<file path="src/rtl/cstf_pkg.sv">
// ----------------------------------------------------------------------------
// cstf_pkg
// Shared types and constants for the callsign token finder.
// ----------------------------------------------------------------------------
package cstf_pkg;

    // Longest token that is stored and can match.
    localparam int TOKEN_MAX = 7;
    // The token length counter stops at this value.
    localparam int LEN_SAT   = 8;
    localparam int LEN_W     = 4;
    localparam int CHAR_W    = 8;

    // ASCII codes that bound the character classes.
    localparam logic [CHAR_W-1:0] CHAR_UPPER_A = 8'h41;
    localparam logic [CHAR_W-1:0] CHAR_UPPER_Z = 8'h5A;
    localparam logic [CHAR_W-1:0] CHAR_LOWER_A = 8'h61;
    localparam logic [CHAR_W-1:0] CHAR_LOWER_Z = 8'h7A;
    localparam logic [CHAR_W-1:0] CHAR_ZERO    = 8'h30;
    localparam logic [CHAR_W-1:0] CHAR_NINE    = 8'h39;
    localparam logic [CHAR_W-1:0] CASE_OFFSET  = 8'h20;

    typedef logic [CHAR_W-1:0] char_t;
    typedef logic [LEN_W-1:0]  tok_len_t;

    // Element 0 sits in the top byte, so the packed buffer is the result word.
    typedef logic [0:TOKEN_MAX-1][CHAR_W-1:0] tok_buf_t;

    // One input item.
    typedef struct packed {
        logic [7:0] text_byte;
        logic       last_of_text;
    } cstf_in_t;

    // One result item.
    typedef struct packed {
        logic        found;
        logic [55:0] callsign_chars;
        logic [2:0]  callsign_length;
    } cstf_out_t;

    // Classification of one folded character.
    typedef struct packed {
        char_t ch;
        logic  is_letter;
        logic  is_digit;
        logic  is_alnum;
    } char_info_t;

endpackage

</file>
<file path="src/rtl/cstf_char_fold.sv">
// ----------------------------------------------------------------------------
// cstf_char_fold
// Folds a raw byte to upper case and classifies it as letter or digit.
// ----------------------------------------------------------------------------
module cstf_char_fold (
    input  logic [7:0]           raw_byte,
    output cstf_pkg::char_info_t info
);
    import cstf_pkg::*;

    logic is_lower;

    // Lower-case letters move down to the upper-case range.
    always_comb begin
        is_lower       = (raw_byte >= CHAR_LOWER_A) && (raw_byte <= CHAR_LOWER_Z);
        info.ch        = is_lower ? (raw_byte - CASE_OFFSET) : raw_byte;
        info.is_letter = (info.ch >= CHAR_UPPER_A) && (info.ch <= CHAR_UPPER_Z);
        info.is_digit  = (info.ch >= CHAR_ZERO) && (info.ch <= CHAR_NINE);
        info.is_alnum  = info.is_letter || info.is_digit;
    end

endmodule

</file>
<file path="src/rtl/cstf_token_check.sv">
// ----------------------------------------------------------------------------
// cstf_token_check
// Decides whether a finished token has the callsign shape: one to three
// characters, a digit, then one to three letters, seven characters at most.
// ----------------------------------------------------------------------------
module cstf_token_check (
    input  cstf_pkg::tok_buf_t tok_buf,
    input  cstf_pkg::tok_len_t tok_len,
    output logic               is_match
);
    import cstf_pkg::*;

    logic [TOKEN_MAX-1:0] pos_letter;
    logic [TOKEN_MAX-1:0] pos_digit;
    logic                 shape_ok;

    // Class flags for every stored position.
    always_comb begin
        for (int i = 0; i < TOKEN_MAX; i++) begin
            pos_letter[i] = (tok_buf[i] >= CHAR_UPPER_A) && (tok_buf[i] <= CHAR_UPPER_Z);
            pos_digit[i]  = (tok_buf[i] >= CHAR_ZERO) && (tok_buf[i] <= CHAR_NINE);
        end
    end

    // Try every legal length and letter-run length; all indexes are constant.
    // A digit right before the run makes the run exactly that long.
    always_comb begin
        is_match = 1'b0;
        shape_ok = 1'b0;
        for (int l = 3; l <= TOKEN_MAX; l++) begin
            for (int k = 1; k <= 3; k++) begin
                if ((l - 1 - k >= 1) && (l - 1 - k <= 3)) begin
                    shape_ok = (tok_len == LEN_W'(l)) && pos_digit[l - 1 - k];
                    for (int j = l - k; j < l; j++) begin
                        shape_ok = shape_ok && pos_letter[j];
                    end
                    is_match = is_match || shape_ok;
                end
            end
        end
    end

endmodule

</file>
<file path="src/rtl/callsign_token_finder.sv">
// ----------------------------------------------------------------------------
// callsign_token_finder
// Scans a text one byte per item and reports its first callsign token.
// ----------------------------------------------------------------------------
// The block takes one text byte per clock cycle with no gaps needed. Each
// accepted item is held in an input register; from there the token logic
// (case folding, append, shape check) updates the token state, and on
// the item marked last of text the result is written to the output register.
// The output register frees the input side: new bytes keep flowing while a
// result waits, and only a second last-of-text item stalls until the first
// result is taken. After each result the token state returns to its reset
// values, ready for the next text.
module callsign_token_finder (
    input  logic                aclk,
    input  logic                aresetn,
    input  logic                s_valid,
    output logic                s_ready,
    input  cstf_pkg::cstf_in_t  s_item,
    output logic                m_valid,
    input  logic                m_ready,
    output cstf_pkg::cstf_out_t m_item
);
    import cstf_pkg::*;

    // Input register.
    logic       in_valid_reg;
    cstf_in_t   in_item_reg;

    // Token and match state.
    tok_buf_t   tok_buf_reg,   tok_buf_next;
    tok_len_t   tok_len_reg,   tok_len_next;
    logic       match_seen_reg, match_seen_next;
    tok_buf_t   held_buf_reg,  held_buf_next;
    logic [2:0] held_len_reg,  held_len_next;

    // Result register.
    logic       out_valid_reg;
    cstf_out_t  out_item_reg,  out_item_next;

    char_info_t info;
    tok_buf_t   eff_buf;
    tok_len_t   eff_len;
    logic       is_match;
    logic       closing;
    logic       out_free;
    logic       fire;

    // Handshake: a last-of-text item needs a free result register.
    assign out_free = !out_valid_reg || m_ready;
    assign fire     = in_valid_reg && (!in_item_reg.last_of_text || out_free);
    assign s_ready  = !in_valid_reg || fire;
    assign m_valid  = out_valid_reg;
    assign m_item   = out_item_reg;

    cstf_char_fold u_fold (
        .raw_byte (in_item_reg.text_byte),
        .info     (info)
    );

    // The current token with this item's character appended when it is one.
    always_comb begin
        eff_buf = tok_buf_reg;
        eff_len = tok_len_reg;
        if (info.is_alnum) begin
            if (tok_len_reg < LEN_W'(TOKEN_MAX)) begin
                eff_buf[tok_len_reg[2:0]] = info.ch;
            end
            if (tok_len_reg < LEN_W'(LEN_SAT)) begin
                eff_len = tok_len_reg + 1'b1;
            end
        end
    end

    cstf_token_check u_check (
        .tok_buf  (eff_buf),
        .tok_len  (eff_len),
        .is_match (is_match)
    );

    // A separator or the end of text closes the token.
    assign closing = !info.is_alnum || in_item_reg.last_of_text;

    // Next token, match and result values.
    always_comb begin
        tok_buf_next    = eff_buf;
        tok_len_next    = eff_len;
        match_seen_next = match_seen_reg;
        held_buf_next   = held_buf_reg;
        held_len_next   = held_len_reg;
        if (closing) begin
            tok_buf_next = '0;
            tok_len_next = '0;
            if (!match_seen_reg && is_match) begin
                match_seen_next = 1'b1;
                held_buf_next   = eff_buf;
                held_len_next   = eff_len[2:0];
            end
        end
        out_item_next.found           = match_seen_next;
        out_item_next.callsign_chars  = held_buf_next;
        out_item_next.callsign_length = held_len_next;
        // The text ends here: start the next one from reset.
        if (in_item_reg.last_of_text) begin
            match_seen_next = 1'b0;
            held_buf_next   = '0;
            held_len_next   = '0;
        end
    end

    // Input register.
    always_ff @(posedge aclk) begin
        if (!aresetn) begin
            in_valid_reg <= 1'b0;
        end else if (s_ready) begin
            in_valid_reg <= s_valid;
        end
        if (s_ready && s_valid) begin
            in_item_reg <= s_item;
        end
    end

    // Token state.
    always_ff @(posedge aclk) begin
        if (!aresetn) begin
            tok_buf_reg    <= '0;
            tok_len_reg    <= '0;
            match_seen_reg <= 1'b0;
            held_buf_reg   <= '0;
            held_len_reg   <= '0;
        end else if (fire) begin
            tok_buf_reg    <= tok_buf_next;
            tok_len_reg    <= tok_len_next;
            match_seen_reg <= match_seen_next;
            held_buf_reg   <= held_buf_next;
            held_len_reg   <= held_len_next;
        end
    end

    // Result register.
    always_ff @(posedge aclk) begin
        if (!aresetn) begin
            out_valid_reg <= 1'b0;
        end else if (fire && in_item_reg.last_of_text) begin
            out_valid_reg <= 1'b1;
        end else if (m_ready) begin
            out_valid_reg <= 1'b0;
        end
        if (fire && in_item_reg.last_of_text) begin
            out_item_reg <= out_item_next;
        end
    end

endmodule

</file>
<file path="config.mk">
export PLATFORM = sky130hd
export DESIGN_NAME = callsign_token_finder
export DESIGN_NICKNAME = d
export VERILOG_FILES = /design/src/rtl/cstf_pkg.sv /design/src/rtl/cstf_char_fold.sv /design/src/rtl/cstf_token_check.sv /design/src/rtl/callsign_token_finder.sv
export SDC_FILE = /design/constraint.sdc
export NUM_CORES = 1
export LEC_CHECK = 0
export CORE_MARGIN = 2
export CORE_UTILIZATION = 57
export DETAILED_ROUTE_END_ITERATION = 8
export DONT_BUFFER_PORTS = 1
export GPL_ROUTABILITY_DRIVEN = 0
export GPL_TIMING_DRIVEN = 0
export PLACE_DENSITY_LB_ADDON = 0.08
export SETUP_SLACK_MARGIN = 0.15
export SLEW_MARGIN = 20
export SYNTH_ARGS = -nofsm -noshare
export SYNTH_HDL_FRONTEND = slang
export SYNTH_SLANG_ARGS = --single-unit
</file>
<file path="constraint.sdc">
create_clock -name aclk -period 4.1 [get_ports aclk]
set_input_delay 0.41 -clock aclk [delete_from_list [all_inputs] [get_ports aclk]]
set_output_delay 0.41 -clock aclk [all_outputs]
set_load 0.01 [all_outputs]
</file>
# Word-level counts from Yosys, hierarchy flattened
# Index checks and enable logic that the tools add are counted.
dict set report op_classes {
  order_cmp 26
  bitwise_logic 1
  n_reduce_logical 62
  addsub 2
  muxes 21
  n_eq_ne 5
}
# operator count
set ops {}
lappend ops {{$mux W56} 6}
lappend ops {{$bwmux W56} 1}
lappend ops {{$ge A8 B7 Y1 const B} 7}
lappend ops {{$le A8 B7 Y1 const B} 7}
lappend ops {{$logic_and A1 B1 Y1} 43}
lappend ops {{$ge A8 B6 Y1 const B} 4}
lappend ops {{$le A8 B6 Y1 const B} 4}
lappend ops {{$demux W8 S3} 1}
lappend ops {{$eq A4 B3 Y1 const B} 4}
lappend ops {{$mux W8} 2}
lappend ops {{$logic_or A1 B1 Y1} 13}
lappend ops {{$mux W4} 3}
lappend ops {{$mux W3} 3}
lappend ops {{$sub A8 B6 Y8 const B} 1}
lappend ops {{$logic_not A1 Y1} 5}
lappend ops {{$mux W1} 5}
lappend ops {{$add A4 B1 Y4 const B} 1}
lappend ops {{$eq A4 B2 Y1 const B} 1}
lappend ops {{$ge A4 B4 Y1 const B} 1}
lappend ops {{$lt A4 B1 Y1 const B} 1}
lappend ops {{$lt A4 B3 Y1 const B} 1}
lappend ops {{$lt A4 B4 Y1 const B} 1}
lappend ops {{$not A3 Y4} 1}
lappend ops {{$reduce_bool A2 Y1} 1}
dict set report word_totals {
  output_inout_bits 62
  ff_bits 191
}

# Logic depth before layout (Yosys ltp)
dict set report depth {
  ltp_word 24
  mapped_depth 14
  mapped_depth_nobuf 11
}

# Cells and area by module
# From an unflattened synthesis, not the netlist that was laid out.
dict set report hier_totals {
  hier_cells 632
  area_unflattened_um2 7967.6
}
# mod area_each_um2 seq_area_each_um2 instances cells_each
set by_module_without_submodules {}
lappend by_module_without_submodules {callsign_token_finder 7479.7 4514.3 1 555}
lappend by_module_without_submodules {cstf_token_check 314.1 0.0 1 53}
lappend by_module_without_submodules {cstf_char_fold 173.9 0.0 1 24}

# Worst setup path before layout
# Ideal clock, no wire load.
dict set report synth_path {
  kind {register to register}
  from {register in_item_reg[0] (netlist name)}
  to {register out_item_reg (netlist bit m_item[0]), enable pin}
  stages_incl_launch_ff 5
  required_ns 3.620
  arrival_time_ns 3.322
  path_buffers 1
  slack_ns 0.298
  period_less_slack_ns 3.802
  cell_sequence {edfxtp_1 clkbuf_1 nand2_1 nand2_1 nor2_1}
}
dict set report synth_between {
  elab_chain_cells 4
}
# item line_no
set synth_lines {}
lappend synth_lines {{from (decl)} callsign_token_finder.sv:27} ;# cstf_in_t in_item_reg;
lappend synth_lines {{from (signal assigned)} callsign_token_finder.sv:118} ;# in_item_reg <= s_item;
lappend synth_lines {{$logic_not A1 Y1} callsign_token_finder.sv:50} ;# assign fire = in_valid_reg && (!in_item_reg.last_of_text || out_free);
lappend synth_lines {{$logic_or A1 B1 Y1} callsign_token_finder.sv:50}
lappend synth_lines {{$logic_and A1 B1 Y1} callsign_token_finder.sv:50}
lappend synth_lines {{$logic_and A1 B1 Y1 *} callsign_token_finder.sv:148} ;# if (fire && in_item_reg.last_of_text) begin
lappend synth_lines {{to (signal assigned)} callsign_token_finder.sv:149} ;# out_item_reg <= out_item_next;
lappend synth_lines {{to (decl)} callsign_token_finder.sv:38} ;# cstf_out_t out_item_reg, out_item_next;
# Every way passes the cells marked *; elsewhere a longest branch is shown, timed or not.
# A chain may end at the register's enable or synchronous reset.

==> summary by stage <==
Finish
The net count of the finished layout is 887. The number of diodes added for antenna fixing is 0. The area growth from synthesis to layout is 14.6%. The number of inserted filler cells in the final layout is approximately 1200. The final standard cell utilization of the core is 0.666.

The fraction of layout cells with a size suffix above 1 is 0.152. The number of flip-flops under the largest register name is 60. The cell area after layout is 0.0101 sq mm.

Timing
Setup repair after global routing could not meet its margin everywhere. Of the available clock period, the critical path in the final layout requires 0.960. The number of hold-slack violations in the final timing report was 0.

For the pin with the worst max-slew slack, the measured transition is 1060 ps. The total count of max-transition violations in the final report is 0. The worst path needs 3940 ps of the cycle, external delays included. The number of setup violations in the final report is 0. Setup slack on the critical path of the routed design comes to ~160 ps. Across the routed clock network, the largest skew measured is 10.6 ps. The relative slew slack is 0.287. The final-layout worst hold slack is 70.2 ps.

For this run, the top clock speed supported by timing is 254 MHz.

Critical path
At the worst endpoint, the arrival time is 4110 ps. The delay of the slowest cell on the worst path is ~540 ps. The setup path with the least slack is of type reg -> reg. Traced cell by cell, the critical path runs through inv_2 > ha_4 > a2111o_1 > a211oi_4 > buf_4 > nor2_2 > o311a_1 > a31oi_4 > a311oi_4 > buf_6 > nor2_4 > buf_12 > buf_8 > mux2_1. STA puts the critical path data required time at 4280 ps. The cell at the slowest stage of the critical path is a2111o_1. Along the worst path, the maximum fanout reaches 10. The capturing element type of the critical path is a flop. The critical path launch point type is a flop.

Clock tree
Clock tree synthesis found a total of 191 sinks. The post-cts hold buffer count is 0. The clock passes through at most 2 buffers. The cell sitting at the root of the clock tree is a clkbuf_16. TritonCTS built the clock tree. The clock latency on the worst-skew pair is 430 ps. The clock transition at the registers of the reported paths is 70 ps. TritonCTS created 17 clock buffers.

The number of H-tree levels is 4.

Synth
The net count after synthesis is 845. In this run, synthesis inferred 69 flip-flops with an integrated enable. The synthesized flop and latch total is 191. The most used flip-flop cell after synthesis is dfxtp_1. The library cell with the highest instance count after synthesis is dfxtp_1. The count of warnings emitted by yosys is 0. The share of synthesized area in the top cell type comes to 0.276. Yosys mapped the design onto 77 distinct sky130hd cell types.

The total standard cell area after synthesis is 0.00884 sq mm. The synthesized design spends more area on one cell type than any other, namely dfxtp_1. The share of synthesized area occupied by flip-flops and latches is 0.511. The post-synthesis instance total is 829. The async set-reset flop share out of synthesis is 0. Sorting the synthesized cells by how often they occur yields 122 x dfxtp_1, 69 x edfxtp_1, 58 x nand2_1, 54 x a22oi_1, 54 x nor2b_1. By area the synthesized netlist is led by dfxtp_1 28%, edfxtp_1 23%, a22oi_1 4.6%, o2bb2ai_1 4.0%, nor2b_1 3.8%. The average instance area after synthesis is 10.7 sq um.

Pwr
The analysis attributes to cell leakage a power of 3.35 nW. The peak supply drop is ~0.3 mV. In this run the power density over the cells is 391 mW/mm^2.

Global route
The sum of overflow across all layers after global routing is 0. The number of global-route vias before repair came to 6566. The initial antenna violation count is 0.

The wire length of the first global-routing pass is about 37000 um. The maximum number of pins on one net before global-route repair is 32. The overall fraction of global-route tracks in use is 0.289.

Floorplanning
The starting utilization of the core area is 0.581. The floorplan step set the die width to 129 um. The floorplan step defined a core boundary enclosing 0.0152 sq mm. During I/O placement, the number of pins put on the boundary was 75. The die outline area is 0.0165 sq mm.

The height of the chip is 129 um. The floorplan has 45 rows.

Route
The count of nets left with antenna violations once routing finished came out at 0. The via count normalized by instance count is 6.61. The initial DRC count is between 1000 and 1500. Detailed routing inserted a total of 7089 vias. After detailed routing, the average wire length per cell comes to about 22 um. The post-detailed-routing wire length is 23700 um. Before antenna repair, the detailed router went through 6 iterations.

After detailed routing, the number of remaining DRC violations is 0.

Placed design
At the placement stage, the worst setup path has a slack of -187 ps. The count of buffers inserted at the top-level ports is 0. The post-DP HPWL is between 15000 and 20000 um. The placed instances occupy a cell area of 0.00913 sq mm.

Min path
The type of the worst min-delay path is in -> reg.

Flow run
The total of max-cap violations is 0.

Status
The run finished with clean final reports.
cells in the final DEF (no fill, tap or decap), types with 10 or more instances in the layout:
master / synthesis / layout
a21o_1: 10 / 10
a21oi_1: 20 / 19
a22oi_1: 54 / 54
a32o_1: 12 / 12
buf_2: 10 / 10
buf_4: 8 / 23
clkbuf_1: 39 / 37
clkbuf_16: 0 / 20
dfxtp_1: 122 / 122
edfxtp_1: 69 / 69
inv_1: 17 / 15
mux2_1: 22 / 12
mux2_2: 10 / 10
mux2_4: 0 / 10
mux2i_1: 28 / 28
nand2_1: 58 / 56
nand3_1: 10 / 10
nor2_1: 39 / 37
nor2b_1: 54 / 54
nor3_1: 16 / 16
o21ai_0: 39 / 37
o21ai_1: 9 / 10
o2bb2ai_1: 40 / 40
o31ai_1: 32 / 32
area by class of cell:
cell class                 instances  area [sq um]  share of cell area
inverter                          17          63.8             0.00630
clock inverter                     9           118              0.0116
timing repair buffer              24           246              0.0243
buffer                            61           325              0.0321
multi-input combinational        559          4120               0.406
tap                              188           235              0.0232
sequential                       191          4510               0.446
clock buffer                      23           510              0.0504
stage by stage:
| step | setup TNS [ps] | total power [mW] | std cells |
|---|---|---|---|
| final | 0 | 3.96 | 1072 |
| after global placement | -64920 | 2.24 | 1017 |
| after global routing | 0 | 4.07 | 1072 |
| after detailed placement | -3910 | 2.25 | 1019 |
| after CTS | 0 | 3.96 | 1058 |
| after floorplan | 0 | 2.18 | 829 |
cells by family (layout without fill, tap and decap cells):
| family | Yosys count | count (layout) | share of synthesized area |
|---|---|---|---|
| xor gates and xnor gates | 1 | 1 | 0.000991 |
| DFF | 191 | 191 | 0.511 |
| adders and majority gates | 3 | 3 | 0.00425 |
| and+or+nand+nor | 229 | 229 | 0.138 |
| AOI/OAI and AO/OA | 266 | 266 | 0.232 |
| muxes | 60 | 60 | 0.0725 |
| buffers and inverters | 79 | 134 | 0.0409 |
worst paths after layout:
check             slack, ps              from  cells past startpoint          endpoint
hold reg to reg         460  held_buf_reg[10]                      1  held_buf_reg[10]
setup / recovery        160    in_item_reg[7]                     14        m_item[15]
setup reg to reg        160    in_item_reg[7]                     14        m_item[15]
hold / removal           70         s_item[0]                      0    in_item_reg[0]
per-layer routing:
layer / part of all wire / vias up / global-route usage
met3: 0.091 / 61 / 0.0628
met2: 0.45 / 380 / 0.437
met4: 0.036 / 0 / 0.120
met1: 0.43 / 3426 / 0.405
met5: 0 / - / 0
li1: - / 3222 / -
repair_timing:
| item | CTS | global route |
|---|---|---|
| setup endpoints to repair | 75 | 129 |
| hold endpoints to repair | 0 | 0 |
| pin swaps | 4 | 7 |
| setup buffers | 7 | 14 |
| resized for setup | 8 | 38 |
| cloned | 0 | 1 |
worst max-delay path, delay by kind of cell (launching register included):
family | cells | cell delay, ps
AOI/OAI and AO/OA | 5 | 1610
adders and majority gates | 1 | 220
buffers and inverters | 5 | 770
DFF | 1 | 500
and+or+nand+nor | 2 | 230
muxes | 1 | 340
power breakdown:
group	total, mW	switching, mW	internal (mW)
registers	2.02	0.0263	1.99
clock network	1.73	0.713	1.01
logic	0.210	0.148	0.0613
Power figures use the tool's default switching activity.
